$ cat src/rtl/pes_ram.sv
// pes_ram: generic simple dual-port ram, registered read
// no dependencies
`timescale 1ns / 1ps
module pes_ram #(
  parameter int WIDTH = 8,
  parameter int DEPTH = 16
) (
  input  logic                     clk,
  input  logic                     we,
  input  logic [$clog2(DEPTH)-1:0] waddr,
  input  logic [WIDTH-1:0]         wdata,
  input  logic [$clog2(DEPTH)-1:0] raddr,
  output logic [WIDTH-1:0]         rdata
);
  logic [WIDTH-1:0] mem [DEPTH];

  always_ff @(posedge clk) begin
    if (we) begin
      mem[waddr] <= wdata;
    end
    rdata <= mem[raddr];
  end
endmodule

$ cat config.mk
export PLATFORM = sky130hd
export DESIGN_NAME = pes_ram
export DESIGN_NICKNAME = d
export VERILOG_FILES = /design/src/rtl/pes_ram.sv
export SDC_FILE = /design/constraint.sdc
export NUM_CORES = 1
export LEC_CHECK = 0
export ABC_AREA = 1
export BUFFER_PORTS_ARGS = -buffer_cell sky130_fd_sc_hd__buf_4
export CORE_MARGIN = 3
export CORE_UTILIZATION = 42
export DETAILED_ROUTE_END_ITERATION = 12
export SETUP_SLACK_MARGIN = 0.3
export SYNTH_ARGS = -nofsm -noshare
export SYNTH_HDL_FRONTEND = slang
export SYNTH_SLANG_ARGS = --single-unit
$ cat constraint.sdc
create_clock -name clk -period 1.3 [get_ports clk]
set_input_delay 0.26 -clock clk [delete_from_list [all_inputs] [get_ports clk]]
set_output_delay 0.26 -clock clk [all_outputs]
set_load 0.01 [all_outputs]
# Yosys cells after proc, flatten, opt, wreduce, memory -nomap -nowiden
# Memories as Yosys holds them, arrays and structs flattened. A register that Yosys moved wholly into a read port is not among the register bits.
# Index checks and enable logic that the tools add are counted.
# Widths: inputs -> output; s select.
[word_totals]
register_bits = 0
ram_bits = 128
output_inout_bits = 8
wordCells = 3
n_memories = 1
input_bits = 18
[op_classes]
mux = 2
[mem_list]
columns = ["memory", "words", "width", "read_ports", "rd_clocked_by_memory_dff", "write_ports", "line_no", "rtl"]
rows = [
  ["mem", 16, 8, 1, 1, 1, "15", "logic [WIDTH-1:0] mem [DEPTH];"],
]
[ops]
columns = ["op", "n"]
rows = [
  ["$mux 1", 2],
]

# Depth between registers and ports, before layout
[depth]
depth_word = 2
depth_mapped = 8
depth_no_buf = 7

# Worst setup path before layout
# Ideal clock, no wire load.
[synth_path]
path_kind = "input -> register"
startpoint = "in waddr[3]"
endpoint = "mem mem[4][0] (enable)"
required_ns = 0.930
arrival_ns = 0.841
setup_ns = 0.370
path_stages = 2
n_path_buf = 0
setup_slack_ns = 0.089
cell_sequence = "nand3b_1 nor2_1"
[synth_rtl]
columns = ["item", "line_no", "rtl"]
rows = [
  ["from (decl)", "10", "input logic [$clog2(DEPTH)-1:0] waddr,"],
  ["to (decl)", "15", ""],
]
# Straight into the memory's write port.

# Worst setup path in the final report
[layout_path]
startpoint = "reg rdata[1], read port of mem"
endpoint = "out rdata[1]"
[layout_rtl]
columns = ["item", "line_no", "rtl"]
rows = [
  ["from (decl)", "13", "output logic [WIDTH-1:0] rdata"],
]
# No word-level cell between the ends.

==> metrics.md <==
| Metric | Value |
|---|---|
| Tmin final | 1.13 ns |
| Fmax | slightly below 900 MHz |
| Die area | 0.0152 sq mm |
| Sequential-to-total area share from yosys stat | 0.694 |
| Seq cells post-synth | 136 |
| Vias in the first global route | 3,660 |
| First-pass GRT wire length | 20,500 um |
| CP max FO | 1 |
| Levels on crit path | 1 |
| Ys async rst share | 0 |
| Top area cells in the synthesized netlist | edfxtp_1 67%, nand2_1 11%, nand3_1 8.4%, inv_1 6.5%, dfxtp_1 2.8% |
| Critical path class | flip-flop to output port |
| Initial DRC count | 392 |
| Synth area leader | edfxtp_1 |
| Pin count of the biggest net entering global routing | between 50 and 60 |
| DR vias | 3,792 |
| Sink Count | 136 |
| WL final | 13,400 um |
| Area growth syn-to-layout | 22.5% |
| Die height | between 100 and 150 um |
| Period utilization | 0.867 |
| Core area | 0.0133 sq mm |
| Gr ovfl total | 0 |
| H-tree lvl count | 4 |
| Slowest-stage cell, CP | dfxtp_2 |
| Layout net count | 609 |
| Hold Path Stages | 3 |
| Fillers | 1,181 |
| Post-DP HPWL | 8410 um |
| Core Util, Final | 0.529 |
| Outcome | completed |
| Placed standard-cell area | 0.00634 sq mm |
| Final hold viol count | 0 |
| Unique masters post-synth | 12 |
| Yosys Warn Count | 0 |
| Setup crit end kind | output port |
| Type of the tightest min-delay check | primary input to flip-flop |
| Syn_nets | 569 |
| Avg Synthesized Cell Area | 10.5 sq um |
| Count leader, synth | nand2_1 |
| Worst-Margin Slew | 0.403 ns |
| Worst Path Buf+Inv | 1 |
| Post-CTS setup buffers | 0 |
| Wire per inst | between 15 and 20 um |
| Most used DFF post-synth | edfxtp_1 |
| Share of the synthesized area in the top cell type | 0.667 |
| Post-DRT Antenna Nets | 0 |
| Row count | 42 |
| Max-cap violation count | 0 |
| Share of layout cells above drive strength 1 | 0.219 |
| Post-DR vias/cell | 4.87 |
| Reg2reg path depth | 6 |
| GP Congestion | 0.792 |
| Lkg Pwr | 0.00300 uW |
| Data required, critical path | about 1.0 ns |
| Crit path cell chain | buf_6 |
| Design Area, Final | around 0.0071 sq mm |
| TritonRoute pass-1 iters | 5 |
| Starting Density | 0.432 |
| Crit start category | flip-flop |
| RSZ-0062 raised after global routing | true |
| Peak VDD IR | 0.000728 V |
| Clock transition at the registers of the reported paths | 0.06 ns |
| IO Pins | 26 |
| Max Slew Vio Count | 0 |
| Worst slew margin | 0.731 |
| Cell Pwr Density | 1440 mW/mm^2 |
| Antenna violations before repair | 0 |
| Commonest cells in the netlist | 173 x nand2_1, 128 x edfxtp_1, 100 x inv_1, 97 x nand3_1, 17 x nor2_1 |
| Total CTS buffers | 17 |
| Number of port buffers | 25 |
| CTS Buffer Depth | 2 |
| Mapped cell area | 0.00577 sq mm |
| Root Driver | clkbuf_16 |
| Number of synthesized flops with an enable pin | 128 |
| Post-synthesis cell count | 551 |
| CTS tree | built |
| DRC | 0 |
| Worst skew pair latency | around 0.4 ns |
| Setup TNS | 0 ns |
| Setup Skew | around 0.0055 ns |
| Largest stage delay, worst path | about 0.35 ns |
| GRT Overall Usage | 0.187 |
| Diodes inserted | 0 |
| Critical path arrival | 0.87 ns |
| CP top delay family | flip-flops |
| Setup Viol. Count Final | 0 |
| Chip width | roughly 120 um |
-- area by class of cell --
| class | instances | area (sq um) | share of cell area |
|---|---|---|---|
| multi-input combinational | 289 | 1460 | 0.207 |
| inverter | 102 | 383 | 0.0542 |
| tap | 176 | 220 | 0.0312 |
| sequential | 136 | 4010 | 0.568 |
| clock inverter | 12 | 110 | 0.0156 |
| timing repair buffer | 45 | 443 | 0.0627 |
| clock buffer | 19 | 433 | 0.0613 |
-- routing by layer --
metal,global-route usage,vias to the layer above,part of all wire
met5,0,-,0
met3,0.0489,19,0.070
met1,0.255,1786,0.44
met2,0.287,132,0.47
li1,-,1855,-
met4,0.0727,0,0.024
-- final timing paths --
path	start	end	slack (ns)
min reg2reg	mem[12][2]	rdata[2]	0.67
min	raddr[3]	rdata[7]	0.17
max reg2reg	mem[1][1]	rdata[1]	0.33
max	rdata[1]	rdata[1]	0.17
-- worst min-delay path, stage by stage --
cell and delay (ns):
buf_4 0.16, nand3_1 0.09, nand2_1 0.04
-- state kept, by name (all words and copies together), names as in the netlist --
name	flops
rdata	8
mem	128
-- through the flow --
stage / hold WS [ns] / total power, uW / setup WS (ns) / std cells
floorplan: 0.359 / 5400 / 0.166 / 551
global placement: 0.583 / 5720 / -0.0256 / 748
detailed placement: 0.580 / 5730 / -0.0345 / 748
CTS: 0.162 / 10200 / 0.161 / 779
global route: 0.172 / 10500 / 0.156 / 779
finish: 0.174 / 10200 / 0.173 / 779
-- cell families (layout without fill, tap and decap cells) --
group,after synthesis,after routing,share of synthesized area
buffers and inverters,126,178,0.0952
flip-flops,136,136,0.694
AND/OR/NAND/NOR,289,289,0.210
-- layout by cell type, fill, tap and decap left out, types with 8 or more instances in the layout --
cell type	netlist	final
buf_6	6	8
edfxtp_1	128	128
buf_4	4	31
clkbuf_16	0	17
nor2_4	0	9
nand2_1	173	167
nand3_1	97	68
inv_1	100	100
nand3_2	0	29
dfxtp_2	0	8
nor2_2	0	8
-- where the power goes --
| part | total (uW) | switching (uW) | internal (uW) |
|---|---|---|---|
| sequential | 4950 | 36.2 | 4910 |
| combinational | 760 | 488 | 272 |
| clock | 4450 | 1690 | 2760 |
| total | 10200 | 2210 | 7950 |
-- repair_timing --
item | CTS | global route
hold buffers | 0 | 0
pin swaps | 0 | 4
endpoints found under the setup margin | 12 | 16
gates resized for setup | 19 | 27
No activity file was read; power rests on OpenSTA's default activity.
